--- src/rtl/epi_mul.sv ---
// Shared signed multiplier with a registered product.
module epi_mul (
  input  logic               clk,
  input  logic               en,
  input  logic signed [32:0] a,
  input  logic signed [32:0] b,
  output logic signed [63:0] prod
);

  logic signed [65:0] full;

  assign full = a * b;

  // Hold the product until the next enabled step
  always_ff @(posedge clk) begin
    if (en) begin
      prod <= full[63:0];
    end
  end

endmodule

--- config.mk ---
export PLATFORM = sky130hd
export DESIGN_NAME = epi_mul
export DESIGN_NICKNAME = d
export VERILOG_FILES = /design/src/rtl/epi_mul.sv
export SDC_FILE = /design/constraint.sdc
export NUM_CORES = 2
export LEC_CHECK = 0
export ABC_AREA = 1
export BUFFER_PORTS_ARGS = -buffer_cell sky130_fd_sc_hd__buf_4
export CAP_MARGIN = 20
export CORE_ASPECT_RATIO = 0.75
export CORE_UTILIZATION = 65
export DETAILED_ROUTE_END_ITERATION = 7
export PLACE_DENSITY = 0.83
export SYNTH_ARGS = -nofsm -noshare
export SYNTH_HDL_FRONTEND = slang
export SYNTH_SLANG_ARGS = --single-unit
--- constraint.sdc ---
create_clock -name clk -period 11.6 [get_ports clk]
set_input_delay 2.32 -clock clk [delete_from_list [all_inputs] [get_ports clk]]
set_output_delay 2.32 -clock clk [all_outputs]
set_load 0.005 [all_outputs]
==> results.toml <==
[logic_synthesis]
ys_ff_latch = 64
syn_area_mm2 = 0.04268
yosys-top-cells-area = "fa_1 53%, inv_1 16%, nand2_1 13%"
ys_types = 32
yosys.area.top_type_share_pct = 52.77
syn_inst = 5349
syn_area_per_cell_um2 = 7.979
synth.largest_area_cell = "fa_1"
syn_nets = 6754
seq_area_frac_synth_pct = 4.503
yosys_warnings = 0

[floorplanning]
initial_core_util_pct = 66.42
die_w_um = 297.9
floorplan.die_area_mm2 = 0.06670
core_area_mm2 = 0.06426
io_pins = 132
rows = 80
die_h_um = 223.9

[placed_design]
place_congestion = 0.9869
pre_cts_slack_ns = 1.189
place_hpwl_um = 95470
io_buffers = 131

[timing]
fmax_ghz = 0.09922
finalSetupViolations = 0
final.setup.tns_ns = 0
rsz0062_at_grt = "false"
final.setup.worst_slack_ns = 1.521
final_hold_viol_count = 0
period_needed_ns = 10.08
finalCritPeriodShare_pct = 86.89
fin_hold_ws_ns = 2.573
slew_viol_final = 0
slew_headroom_pct = 35.84
worstMarginPinSlew_ns = 0.9613

[global_route]
grt_pass1_vias = 36180
gr-total-overflow = 0
grt_pass1_wl_um = 192200
grt_start_max_net_pins = 65
grt.total_usage_pct = 37.17
antenna_found_initial = 0

[setup_path]
critPathCaptureType = "flop"
worst-setup-path-type = "in -> reg"
crit_top_cell = "fa_1"
slowest_delay_ns = 0.91
crit_fanout = 33
endpoint = "prod[57]$_DFFE_PP_"
slowest_stage = "fa_1"
cp-start-kind = "input port"
cp.required_ns = 11.68
crit_start = "b[0]"
arrival_ns = 10.16

[cts]
clk_pin_slew_worst_paths_ns = 0.06
cts_tree = "done"
cts-root-buf = "clkbuf_16"
cts-resized-gates = 0
postCtsSetupBuffers = 0
h-tree-depth = 3
cts.sinks = 64
numCtsBuffers = 9
clk_path_buf_depth = 2
hold_buffers = 0

[run]
drv_cap = 0

[drt]
via_count = 33120
wl_um = 116100
drc = 2
ant_nets = 0
first_pass_iters = 8
drt_iter0_markers = 3134
wire_per_inst_um = 19.05
vias_per_cell = 5.433

[layout]
final_nets = 6635
syn_to_final_growth_pct = 3.313
largest_register_ffs = 64
diodes = 0
n_fill_cell = 5081
reg.largest.list = "prod: 64 flops"
final_common_cell = "inv_1"
drive_gt1_share_pct = 3.840
final_cell_mix = "1799 x inv_1, 1431 x nand2_1, 1125 x fa_1"
top_register = "prod"

[run_status]
status = "finished, violations left"
violations = "DRC"

[worst_hold_path]
hp-class = "in -> reg"
==> kinds of logic after synthesis <==
kind of cell / synth area share [%]
flops: 4.503
buf+inv: 18.15
compound gates: 1.835
simple gates: 15.79
fa+ha+maj: 58.98
xor+xnor: 0.7387
==> worst max-delay path: cells and delay by family <==
kind	cells	cell delay, ns
fa+ha+maj	9	5.25
buf+inv	7	1.45
simple gates	5	0.40
compound gates	4	0.69
==> per-stage QoR <==
stage,std cells,area (um2),util (%)
after global routing,6096,44090,68.62
final,6096,44090,68.62
after global placement,6079,43760,68.10
after detailed placement,6080,43770,68.12
after floorplan,5349,42680,-
after CTS,6096,44090,68.62
==> how the worst min path moves through the flow <==
stage / start / to / slack, ns / cells past startpoint
floorplan: en / prod[0]$_DFFE_PP_ / 2.43 / 0
global placement: prod[23]$_DFFE_PP_ / prod[23] / 2.72 / 1
detailed placement: prod[21]$_DFFE_PP_ / prod[21] / 2.72 / 1
CTS: b[0] / prod[0]$_DFFE_PP_ / 2.55 / 3
global route: b[0] / prod[0]$_DFFE_PP_ / 2.58 / 3
finish: b[0] / prod[0]$_DFFE_PP_ / 2.57 / 3
==> layer usage <==
layer | part of all wire, % | wire length [um] | global-route usage (%) | up-vias
li1 | - | - | - | 14350
met1 | 39 | 45490 | 51.11 | 16470
met2 | 46 | 53390 | 59.90 | 1978
met3 | 11 | 12990 | 7.574 | 322
met4 | 3.7 | 4282 | 11.88 | 0
met5 | 0 | 0 | 0 | -
==> synth_stat cells, drive strengths merged <==
cell type  instances
inv             1799
nand2           1446
fa              1125
clkbuf           261
ha               212
nor2             148
a21oi             76
nand3             72
edfxtp            64
o21ai             43
xor2              31
nand4             20
o21bai            18
nor3              10
or2                6
a21o               5
xnor2              5
buf                2
nand3b             2
and3               1
clkinv             1
nor4               1
o21a               1
==> area by class of cell <==
class | instances | area, um2 | area share, %
timing repair buffer | 133 | 1006 | 2.281
sequential | 64 | 1922 | 4.358
tap | 861 | 1077 | 2.443
multi-input combinational | 3222 | 33010 | 74.87
clock buffer | 9 | 225.2 | 0.5108
clock inverter | 7 | 95.09 | 0.2157
inverter | 1800 | 6756 | 15.32
Power is not shown: default switching activity piles up to over one toggle a cycle in this logic, so the estimate is an artifact.
