==> config.mk <==
export PLATFORM = sky130hd
export DESIGN_NAME = epi_cordic
export DESIGN_NICKNAME = d
export VERILOG_FILES = /design/src/rtl/epi_pkg.sv /design/src/rtl/epi_cordic.sv
export SDC_FILE = /design/constraint.sdc
export NUM_CORES = 1
export LEC_CHECK = 0
export BUFFER_PORTS_ARGS = -buffer_cell sky130_fd_sc_hd__clkbuf_2
export CAP_MARGIN = 0
export CORE_ASPECT_RATIO = 0.7
export CORE_UTILIZATION = 30
export CTS_CLUSTER_SIZE = 28
export DETAILED_ROUTE_END_ITERATION = 8
export GPL_ROUTABILITY_DRIVEN = 0
export PLACE_DENSITY = 0.48
export RECOVER_POWER = 100
export SLEW_MARGIN = 10
export SYNTH_ARGS = -nofsm -noshare
export SYNTH_HDL_FRONTEND = slang
export SYNTH_SLANG_ARGS = --single-unit
==> constraint.sdc <==
create_clock -name clk -period 17.42 [get_ports clk]
set_input_delay 3.484 -clock clk [delete_from_list [all_inputs] [get_ports clk]]
set_output_delay 3.484 -clock clk [all_outputs]
set_load 0.05 [all_outputs]
==> src/rtl/epi_pkg.sv <==
// Package: item types, command codes, sequencer types and the axis-update program.
package epi_pkg;

  // Command codes
  localparam logic [2:0] OP_TIMED    = 3'd0;
  localparam logic [2:0] OP_DIST     = 3'd1;
  localparam logic [2:0] OP_ADD_ANG  = 3'd2;
  localparam logic [2:0] OP_SET_ANGS = 3'd3;
  localparam logic [2:0] OP_SET_ANG  = 3'd4;
  localparam logic [2:0] OP_SET_POS  = 3'd5;

  // Move directions and angle selectors
  localparam logic [2:0] DIR_FRONT = 3'd0;
  localparam logic [2:0] DIR_RIGHT = 3'd1;
  localparam logic [2:0] DIR_BACK  = 3'd3;
  localparam logic [2:0] DIR_DOWN  = 3'd5;
  localparam logic [2:0] ANG_ROLL  = 3'd2;

  // Configuration register indexes
  localparam logic [1:0] CFG_SPEED   = 2'd0;
  localparam logic [1:0] CFG_MOVABLE = 2'd1;

  // Axis vector base indexes (right, up, front)
  localparam logic [3:0] AX_RIGHT = 4'd0;
  localparam logic [3:0] AX_UP    = 4'd3;
  localparam logic [3:0] AX_FRONT = 4'd6;

  localparam logic signed [15:0] ONE_Q14 = 16'sd16384;
  localparam logic signed [33:0] CORDIC_GAIN_Q30 = 34'sd652032874;
  localparam logic [15:0] SPEED_RESET = 16'd64;
  localparam logic [4:0] MAT_LAST = 5'd17;

  typedef struct packed {
    logic [2:0]         op;
    logic [2:0]         direction;
    logic signed [31:0] value_x;
    logic signed [31:0] value_y;
    logic signed [31:0] value_z;
  } in_item_t;

  typedef struct packed {
    logic signed [31:0] pos_x;
    logic signed [31:0] pos_y;
    logic signed [31:0] pos_z;
    logic signed [15:0] right_x;
    logic signed [15:0] right_y;
    logic signed [15:0] right_z;
    logic signed [15:0] up_x;
    logic signed [15:0] up_y;
    logic signed [15:0] up_z;
    logic signed [15:0] front_x;
    logic signed [15:0] front_y;
    logic signed [15:0] front_z;
  } out_item_t;

  typedef enum logic [3:0] {
    ST_IDLE,
    ST_TRIG,
    ST_TRIG_WAIT,
    ST_MAT,
    ST_MV_MUL1,
    ST_MV_MUL2,
    ST_MV_RND,
    ST_MV_ACC,
    ST_FIN
  } state_t;

  // Operand sources of the shared multiplier (trig values in cordic order)
  typedef enum logic [2:0] {
    SRC_CP, SRC_SP, SRC_CY, SRC_SY, SRC_CR, SRC_SR, SRC_P
  } src_t;

  typedef enum logic [1:0] {ACC_NONE, ACC_LD, ACC_LDN, ACC_ADD} acc_op_t;
  typedef enum logic [1:0] {WR_NONE, WR_SR, WR_R2, WR_R3} wr_op_t;

  // One step of the axis-update program
  typedef struct packed {
    logic    mul;
    src_t    a;
    src_t    b;
    acc_op_t acc;
    wr_op_t  wr;
    logic [3:0] idx;
  } mstep_t;

  // Arctangent table, 2^32 units per turn
  function automatic logic signed [32:0] atan_val(input logic [4:0] i);
    logic signed [32:0] v;
    case (i)
      5'd0:  v = 33'sd536870912;
      5'd1:  v = 33'sd316933406;
      5'd2:  v = 33'sd167458907;
      5'd3:  v = 33'sd85004756;
      5'd4:  v = 33'sd42667331;
      5'd5:  v = 33'sd21354465;
      5'd6:  v = 33'sd10679838;
      5'd7:  v = 33'sd5340245;
      5'd8:  v = 33'sd2670163;
      5'd9:  v = 33'sd1335087;
      5'd10: v = 33'sd667544;
      5'd11: v = 33'sd333772;
      5'd12: v = 33'sd166886;
      5'd13: v = 33'sd83443;
      5'd14: v = 33'sd41722;
      5'd15: v = 33'sd20861;
      5'd16: v = 33'sd10430;
      5'd17: v = 33'sd5215;
      5'd18: v = 33'sd2608;
      5'd19: v = 33'sd1304;
      5'd20: v = 33'sd652;
      5'd21: v = 33'sd326;
      5'd22: v = 33'sd163;
      5'd23: v = 33'sd81;
      default: v = 33'sd0;
    endcase
    return v;
  endfunction

  // Clamp to [-1.0, 1.0] in Q2.14
  function automatic logic signed [15:0] clamp_q14(input logic signed [47:0] v);
    logic signed [15:0] r;
    if (v > 48'sd16384) r = ONE_Q14;
    else if (v < -48'sd16384) r = -ONE_Q14;
    else r = v[15:0];
    return r;
  endfunction

  // Axis-update program: multiply, accumulate and write overlap across steps
  function automatic mstep_t mat_step(input logic [4:0] s);
    mstep_t m;
    m = '{mul: 1'b0, a: SRC_CP, b: SRC_CP, acc: ACC_NONE, wr: WR_NONE, idx: 4'd0};
    case (s)
      5'd0:  begin m.mul = 1'b1; m.a = SRC_CY; m.b = SRC_CR; end
      5'd1:  begin
        m.mul = 1'b1; m.a = SRC_SY; m.b = SRC_CR; m.acc = ACC_LD; m.wr = WR_SR; m.idx = 4'd1;
      end
      5'd2:  begin
        m.mul = 1'b1; m.a = SRC_CR; m.b = SRC_CP; m.acc = ACC_LDN; m.wr = WR_R2; m.idx = 4'd0;
      end
      5'd3:  begin
        m.mul = 1'b1; m.a = SRC_CR; m.b = SRC_SP; m.acc = ACC_LD; m.wr = WR_R2; m.idx = 4'd2;
      end
      5'd4:  begin
        m.mul = 1'b1; m.a = SRC_CY; m.b = SRC_SR; m.acc = ACC_LDN; m.wr = WR_R2; m.idx = 4'd4;
      end
      5'd5:  begin m.mul = 1'b1; m.a = SRC_P; m.b = SRC_CP; m.wr = WR_R2; m.idx = 4'd7; end
      5'd6:  begin m.mul = 1'b1; m.a = SRC_SY; m.b = SRC_SP; m.acc = ACC_LDN; end
      5'd7:  begin m.mul = 1'b1; m.a = SRC_SY; m.b = SRC_SR; m.acc = ACC_ADD; end
      5'd8:  begin m.mul = 1'b1; m.a = SRC_P; m.b = SRC_CP; m.wr = WR_R3; m.idx = 4'd3; end
      5'd9:  begin m.mul = 1'b1; m.a = SRC_CY; m.b = SRC_SP; m.acc = ACC_LD; end
      5'd10: begin m.mul = 1'b1; m.a = SRC_CY; m.b = SRC_SR; m.acc = ACC_ADD; end
      5'd11: begin m.mul = 1'b1; m.a = SRC_P; m.b = SRC_SP; m.wr = WR_R3; m.idx = 4'd5; end
      5'd12: begin m.mul = 1'b1; m.a = SRC_SY; m.b = SRC_CP; m.acc = ACC_LD; end
      5'd13: begin m.mul = 1'b1; m.a = SRC_SY; m.b = SRC_SR; m.acc = ACC_ADD; end
      5'd14: begin m.mul = 1'b1; m.a = SRC_P; m.b = SRC_SP; m.wr = WR_R3; m.idx = 4'd6; end
      5'd15: begin m.mul = 1'b1; m.a = SRC_CY; m.b = SRC_CP; m.acc = ACC_LDN; end
      5'd16: begin m.acc = ACC_ADD; end
      5'd17: begin m.wr = WR_R3; m.idx = 4'd8; end
      default: ;
    endcase
    return m;
  endfunction

endpackage

==> src/rtl/epi_cordic.sv <==
// Iterative rotation-mode CORDIC: one micro-rotation per cycle, Q2.14 sine and cosine out.
module epi_cordic #(
  parameter int CORDIC_STEPS = 16
) (
  input  logic               clk,
  input  logic               rst,
  input  logic               start,
  input  logic [15:0]        angle,
  output logic               done,
  output logic signed [15:0] cos_v,
  output logic signed [15:0] sin_v
);

  localparam int IW = $clog2(CORDIC_STEPS);
  localparam logic signed [33:0] CORDIC_GAIN_Q30_L = epi_pkg::CORDIC_GAIN_Q30;

  logic signed [33:0] x;
  logic signed [33:0] y;
  logic signed [32:0] z;
  logic [IW-1:0]      i;
  logic               flip;
  logic               busy;

  logic signed [15:0] a16;
  logic signed [16:0] zp;
  logic               fl;
  logic signed [33:0] dx;
  logic signed [33:0] dy;
  logic               last;
  logic signed [33:0] xr;
  logic signed [33:0] yr;
  logic signed [15:0] xc;
  logic signed [15:0] yc;

  // Fold the angle into the right half plane
  always_comb begin
    a16 = angle;
    zp  = 17'(a16);
    fl  = 1'b0;
    if (a16 >= 16'sd16384) begin
      zp = 17'(a16) - 17'sd32768;
      fl = 1'b1;
    end else if (a16 < -16'sd16384) begin
      zp = 17'(a16) + 17'sd32768;
      fl = 1'b1;
    end
  end

  assign dx   = y >>> i;
  assign dy   = x >>> i;
  assign last = (i == IW'(CORDIC_STEPS - 1));

  // Load on start, then rotate toward zero residual angle
  always_ff @(posedge clk) begin
    if (rst) begin
      busy <= 1'b0;
      done <= 1'b0;
    end else begin
      done <= busy && last;
      if (start) begin
        busy <= 1'b1;
      end else if (busy && last) begin
        busy <= 1'b0;
      end
    end
    if (start) begin
      x    <= CORDIC_GAIN_Q30_L;
      y    <= '0;
      z    <= {zp, 16'b0};
      i    <= '0;
      flip <= fl;
    end else if (busy) begin
      if (!z[32]) begin
        x <= x - dx;
        y <= y + dy;
        z <= z - epi_pkg::atan_val(5'(i));
      end else begin
        x <= x + dx;
        y <= y - dy;
        z <= z + epi_pkg::atan_val(5'(i));
      end
      i <= i + IW'(1);
    end
  end

  // Round to Q2.14, clamp, undo the fold
  always_comb begin
    xr = (x + 34'sd32768) >>> 16;
    yr = (y + 34'sd32768) >>> 16;
    xc = epi_pkg::clamp_q14(48'(xr));
    yc = epi_pkg::clamp_q14(48'(yr));
    cos_v = flip ? -xc : xc;
    sin_v = flip ? -yc : yc;
  end

endmodule

==> results of run 1 <==
## Yosys cell counts (all sizes together) (19+ instances only)
cell type,instances
nor2,232
nand2,222
a21oi,187
o21ai,153
dfxtp,120
xnor2,118
ha,113
xor2,113
clkbuf,109
mux2i,99
mux4,60
inv,58
a21o,54
nand3,52
buf,51
nor3,47
nand2b,37
and3,34
mux2,34
a31oi,32
o21a,32
nor2b,30
a211oi,27
nand4,27
and2,23
o31ai,20
nor4,19
## worst max path at each step
stage	startpoint	end	slack, ns	cells past startpoint
final	i[1]$_SDFFE_PP0P_	x[32]$_SDFFE_PP0P_	6.07	22
after CTS	y[24]$_SDFFE_PP0P_	sin_v[8]	8.43	17
after global routing	i[1]$_SDFFE_PP0P_	x[32]$_SDFFE_PP0P_	5.19	22
after global placement	y[24]$_SDFFE_PP0P_	sin_v[12]	9.19	17
after detailed placement	y[24]$_SDFFE_PP0P_	sin_v[8]	8.99	17
after floorplan	x[17]$_SDFFE_PP0P_	cos_v[4]	9.74	15
## worst min-delay path: cells and delay by family (launching register included)
kind            cells  cell delay (ns)
simple gates        1             0.08
flops               1             0.31
compound gates      1             0.05
## logic make-up (layout without fill, tap and decap cells)
logic type	Yosys count	in the layout	share of synthesized area (%)
flops	138	138	16.15
fa+ha+maj	116	116	8.090
buf+inv	219	159	5.103
xor+xnor	231	231	11.15
compound gates	677	677	23.96
simple gates	780	780	20.36
mux	193	193	15.18
## layer usage
layer / wire length [µm] / up-vias / GRT usage (%)
li1: - / 8501 / -
met2: 23680 / 670 / 25.87
met3: 5405 / 47 / 4.903
met1: 32180 / 8539 / 31.86
met4: 939 / 2 / 4.355
met5: 13 / - / 0
## layout make-up
cell class	instances	area, µm²
fillers	6418	40560
multi-input cells	1997	14340
clock buffers	18	429.2
clock inverters	14	132.6
flip-flops and latches	138	2953
well taps	808	1011
repair buffers	68	314.1
inverters	59	221.5
## power groups by stage
stage               registers, W  clock network, W  logic (W)
floorplan               0.000477                 0    0.00252
global placement        0.000629                 0    0.00308
CTS                     0.000629          0.000378    0.00310
detailed placement      0.000635                 0    0.00309
global route            0.000657          0.000391    0.00341
finish                  0.000636          0.000365    0.00313
## metrics by stage
| stage | utilization (%) | instances |
|---|---|---|
| final | 32.36 | 3102 |
| after global routing | 32.36 | 3102 |
| after CTS | 32.50 | 3102 |
| after detailed placement | 31.56 | 3070 |
| after global placement | 31.56 | 3070 |
| after floorplan | - | 2354 |
==> flow_summary.toml, run 1 <==
[sta]
hold_viol = 0
fin_crit_ns = 11.35
clock_skew_ns = 0.02819
setup-tns-final_ns = 0
timing.hold.ws_ns = 0.4924
worst_slew_pin_slew_ns = 3.270
post-route-period-util_pct = 65.14
relSlewSlack_pct = -118.0
maxSlewViolCount = 265
setup_viol = 0
grt_setup_unrepaired = "false"
final.setup.worst_slack_ns = 6.073
fmax_ghz = 0.08813

[clock_network]
cts_tree = "built"
clkSlewWorstSetupHoldPaths_ns = 0.07
ctsResizeCount = 0
cts_made_buffers = 17
clk_path_buf_depth = 2
clock-root-buffer = "clkbuf_16"
cts_hold_buf = 0
insertion_delay_ns = 0.47
cts_htree_levels = 4
cts_setup_buffers = 0
clock_sinks = 138

[logic_synthesis]
ys_ff_latch = 138
synth_top_cell_area_share_pct = 13.19
synth-main-ff-cell = "dfxtp_1"
seq_area_frac_synth_pct = 16.15
post_synth.cell_area_avg_um2 = 7.739
synth_nets = 2489
yosysWarnings = 0
synth_top_cell_by_area = "dfxtp_1"
synth_top_cells_by_area = "dfxtp_1 13%, ha_1 7.8%, mux4_2 6.4%"
synth_cell_type_count = 97
synth-async-reset-ratio_pct = 0
synth_cells = 2354
synth_edf_count = 18
netlist_area_um2 = 18220

[worst_hold_path]
holdPathStages = 2
min_from = "z[2]$_SDFFE_PP0P_"
min_to = "z[2]$_SDFFE_PP0P_"
hold_class = "register to register"

[drt]
wirelength_um = 62220
ant_nets = 0
dr.pass1.iters = 6
drtIter0Drc = 1787
drc = 0
num_vias = 17760
vias_per_cell = 5.725
wire_per_inst_um = 20.06

[setup_path]
cp_data_required_time_ns = 17.77
cp_num_buf_inv = 3
r2r_cells = 22
crit_path_max_incr_delay_ns = 2.40
worst_setup_path_start_kind = "register"
crit_type = "register to register"
reg2reg_slack_ns = 6.07
worstPathCellList = "clkbuf_1, inv_1, mux4_2, nor2_1, a21o_1, ha_1, nand2b_1, nor2_1, inv_1, o31ai_1, xor2_1, ha_1, and2_0, a221o_1, a22o_1, a31o_2, nor4_1, o41ai_1, o41ai_1, o21ai_0, o211a_1, a211o_1"
endpoint_kind = "register"
slowest_stage = "clkbuf_1"
cp_data_arrival_time_ns = 11.70
r2r_end = "x[32]$_SDFFE_PP0P_"
crit_family = "buffers and inverters"
cp_max_fo = 56
worstReg2RegStart = "i[1]$_SDFFE_PP0P_"

[placed_design]
hpwl_um = 46570
io_buffers = 51
dp_slack_ns = 8.986
post_dp_cell_area_um2 = 18930

[power_and_ir_drop]
pwr-share-comb_pct = 75.8
ir_drop_mv = 0.1216
power_leakage_nw = 7.799
fin_total_pwr_w = 0.004130
cellInternalPower_w = 0.001799
pwr-share-seq_pct = 15.4
p_clk_share_pct = 8.8
pwr_density_cell_nw_per_um2 = 212.8
p_switching_w = 0.002331
p_sw_share_pct = 56.43

[die]
start_util_pct = 30.38
die_y_um = 208.2
rows = 75
coreArea_um2 = 59960
die_area_um2 = 61730
pin_count = 52
die_w_um = 296.5

[grt]
grt_pass1_wl_um = 96080
grt_overflow = 0
grt_use_total_pct = 19.95
grt_antenna_before_repair = 2
grt_pass1_vias = 16130
grt_max_degree = 85

[finish]
final_cell_area_um2 = 19400
layout_common_cells = "231 x nor2_1, 222 x nand2_1, 187 x a21oi_1"
finalNetCount = 2416
drive_above_1_share_pct = 7.803
final_common_cell = "nor2_1"
area_delta_synth_final_pct = 6.504
n_antenna_cell = 0

[status]
status = "complete, but fails checks"
failed_checks = "max-capacitance violations, max-slew violations"

[job]
cap_violations = 8
Note: power is estimated with default switching activity, not from simulation.
==> inputs of run 2 (changes only) <==
--- a/config.mk
+++ b/config.mk
@@ -5,6 +5,7 @@
 export SDC_FILE = /design/constraint.sdc
 export NUM_CORES = 1
 export LEC_CHECK = 0
+export ABC_AREA = 1
 export BUFFER_PORTS_ARGS = -buffer_cell sky130_fd_sc_hd__clkbuf_2
 export CAP_MARGIN = 0
 export CORE_ASPECT_RATIO = 0.7
@@ -12,7 +13,7 @@
 export CTS_CLUSTER_SIZE = 28
 export DETAILED_ROUTE_END_ITERATION = 8
 export GPL_ROUTABILITY_DRIVEN = 0
-export PLACE_DENSITY = 0.48
+export PLACE_DENSITY = 0.5
 export RECOVER_POWER = 100
 export SLEW_MARGIN = 10
 export SYNTH_ARGS = -nofsm -noshare
==> constraint.sdc (replaced) <==
create_clock -name clk -period 10.4 [get_ports clk]
set_input_delay 2.08 -clock clk [delete_from_list [all_inputs] [get_ports clk]]
set_output_delay 2.08 -clock clk [all_outputs]
set_load 0.05 [all_outputs]
==> run 2 against run 1 <==
Net effect:
- the run still ends with max-capacitance violations, max-slew violations left
- sequential power rose by 57%
- non-clock buffer count down 2
- hold slack got worse by 0.017 ns
- clock skew down 0.0093 ns
- global-route usage grew 1.8 points
- flip-flop and latch count did not move
- via count rose by 13%
- register-to-register slack lost 3.2 ns
- clock-buffer cell count grew 1
- cell count grew 24%
- power increased by 62%
- largest cell class unchanged
- largest power group unchanged
==> flow_summary.toml, run 2 <==
[status]
status = "complete, but fails checks"
failed_checks = "max-capacitance violations, max-slew violations"

[logic_synthesis]
synth-async-reset-ratio_pct = 0
synth.most_common_cell = "nand2_1"
synth_cell_type_count = 58
ys_ff_latch = 138
synth-main-ff-cell = "dfxtp_1"
synth_cells = 3057
synth_edf_count = 18
synth_top_cell_by_area = "nand2_1"
yosysWarnings = 0
synth_nets = 3192
seq_area_frac_synth_pct = 16.48
synth_common_cells = "818 x nand2_1, 441 x nand3_1, 318 x nor2_1"
netlist_area_um2 = 17850
synth_top_cells_by_area = "nand2_1 17%, dfxtp_1 13%, nand3_1 12%"
post_synth.cell_area_avg_um2 = 5.840
synth_top_cell_area_share_pct = 17.20

[clock_network]
cts_setup_buffers = 0
clk_path_buf_depth = 2
cts_made_buffers = 17
clock_sinks = 138
clock-root-buffer = "clkbuf_16"
cts_htree_levels = 4
cts_tree = "built"
cts_hold_buf = 0
insertion_delay_ns = 0.46
clkSlewWorstSetupHoldPaths_ns = 0.07
ctsResizeCount = 0

[drt]
num_vias = 19990
drc = 0
wire_per_inst_um = 17.25
dr.pass1.iters = 5
drtIter0Drc = 2145
wirelength_um = 66290
vias_per_cell = 5.201
ant_nets = 0

[sta]
fin_crit_ns = 7.989
maxSlewViolCount = 318
final.setup.worst_slack_ns = 2.411
hold_viol = 0
clock_skew_ns = 0.01886
grt_setup_unrepaired = "false"
worst_slew_pin_slew_ns = 3.329
relSlewSlack_pct = -121.9
setup_viol = 0
setup-tns-final_ns = 0
post-route-period-util_pct = 76.82
fmax_ghz = 0.1252

[placed_design]
io_buffers = 51
post_dp_cell_area_um2 = 18700
hpwl_um = 50670
dp_slack_ns = 4.714

[finish]
n_antenna_cell = 0
fillers = 6649
final_cell_area_um2 = 19180
layout_common_cells = "819 x nand2_1, 441 x nand3_1, 317 x nor2_1"
drive_above_1_share_pct = 4.466
area_delta_synth_final_pct = 7.422
finalNetCount = 3167
final_common_cell = "nand2_1"

[setup_path]
r2r_end = "z[22]$_DFFE_PP_"
worst_setup_path_start_kind = "input pin"
path_common_cell = "clkbuf_1"
cp_data_required_time_ns = 10.58
crit_path_max_incr_delay_ns = 2.38
r2r_cells = 20
reg2reg_slack_ns = 2.85
slowest_stage = "clkbuf_1"
cp_data_arrival_time_ns = 8.16
worstReg2RegStart = "z[32]$_DFFE_PP_"
crit_family = "buffers and inverters"
cp_num_buf_inv = 5
worstPathCellList = "clkbuf_2, clkbuf_1, nor2_2, clkbuf_1, clkinvlp_2, clkbuf_1, o21ai_0"
crit_type = "input pin to register"
endpoint_kind = "register"
cp_max_fo = 57

[grt]
grt_overflow = 0
grt_max_degree = 79
grt_pass1_vias = 17570
grt_pass1_wl_um = 102100
grt_antenna_before_repair = 0
grt_use_total_pct = 21.73

[worst_hold_path]
min_from = "z[15]$_SDFFE_PP0P_"
hold_class = "register to register"
holdPathStages = 2
min_to = "z[15]$_SDFFE_PP0P_"

[job]
cap_violations = 7

[die]
rows = 74
start_util_pct = 30.46
die_area_um2 = 60500
coreArea_um2 = 58610
die_w_um = 293.6
die_y_um = 206.1
pin_count = 52

[power_and_ir_drop]
power_leakage_nw = 9.111
pwr_density_cell_nw_per_um2 = 348.4
ir_drop_mv = 0.2459
run 2: how the worst max path moves through the flow:
stage / startpoint / to / slack [ns] / depth (start not counted)
floorplan: x[15]$_SDFFE_PP0P_ / cos_v[10] / 5.13 / 18
global placement: i[0]$_SDFFE_PP0P_ / y[33]$_SDFFE_PP0P_ / 4.74 / 27
detailed placement: x[15]$_SDFFE_PP0P_ / cos_v[10] / 4.71 / 17
CTS: x[15]$_SDFFE_PP0P_ / cos_v[10] / 4.18 / 17
global route: start / z[13]$_SDFFE_PP0P_ / 1.96 / 7
finish: start / y[16]$_SDFFE_PP0P_ / 2.41 / 7
run 2: per-layer routing:
layer	global-route usage (%)	up-vias	routed length, µm
met4	4.632	0	888
met3	4.560	47	5457
li1	-	10130	-
met5	0	-	0
met2	26.81	707	23130
met1	36.03	9107	36820
run 2: cell families (layout without fill, tap and decap cells):
logic type                 Yosys count  after routing  synth area share [%]
adders and majority gates          116            116                 8.256
DFF                                138            138                 16.48
xor gates and xnor gates           180            180                 8.873
and+or+nand+nor                   1709           1709                 41.08
buffers and inverters              418            406                 9.462
AOI/OAI and AO/OA                  496            496                 15.85
run 2: final cells by class:
cell class              count  area [µm²]  share of cell area (%)
clock buffers              19       442.9                   2.310
multi-input cells        2501       13220                   68.92
inverters                 308        1157                   6.035
flip-flops and latches    138        2948                   15.37
well taps                 798       998.5                   5.207
repair buffers             66       297.8                   1.553
clock inverters            13       116.4                  0.6068
run 2: tightest hold or removal path, cell delays in order, from the launching register on:
cell and delay (ns):
dfxtp_1 0.34, nand2_1 0.05, o21ai_0 0.06
run 2: per-stage QoR:
stage | instances | total power [W] | hold WS, ns | util [%]
after floorplan | 3057 | 0.004747 | 0.4347 | -
after global placement | 3811 | 0.006027 | 0.4528 | 31.91
after detailed placement | 3811 | 0.005986 | 0.4551 | 31.91
after CTS | 3843 | 0.006639 | 0.4766 | 32.86
after global routing | 3843 | 0.007319 | 0.5100 | 32.72
final | 3843 | 0.006681 | 0.4750 | 32.72
run 2: power breakdown:
group,leakage [nW],switching [W],internal (W)
clock,0.272,0.000281,0.000337
sequential,1.18,0.000322,0.000676
combinational,7.66,0.00350,0.00157
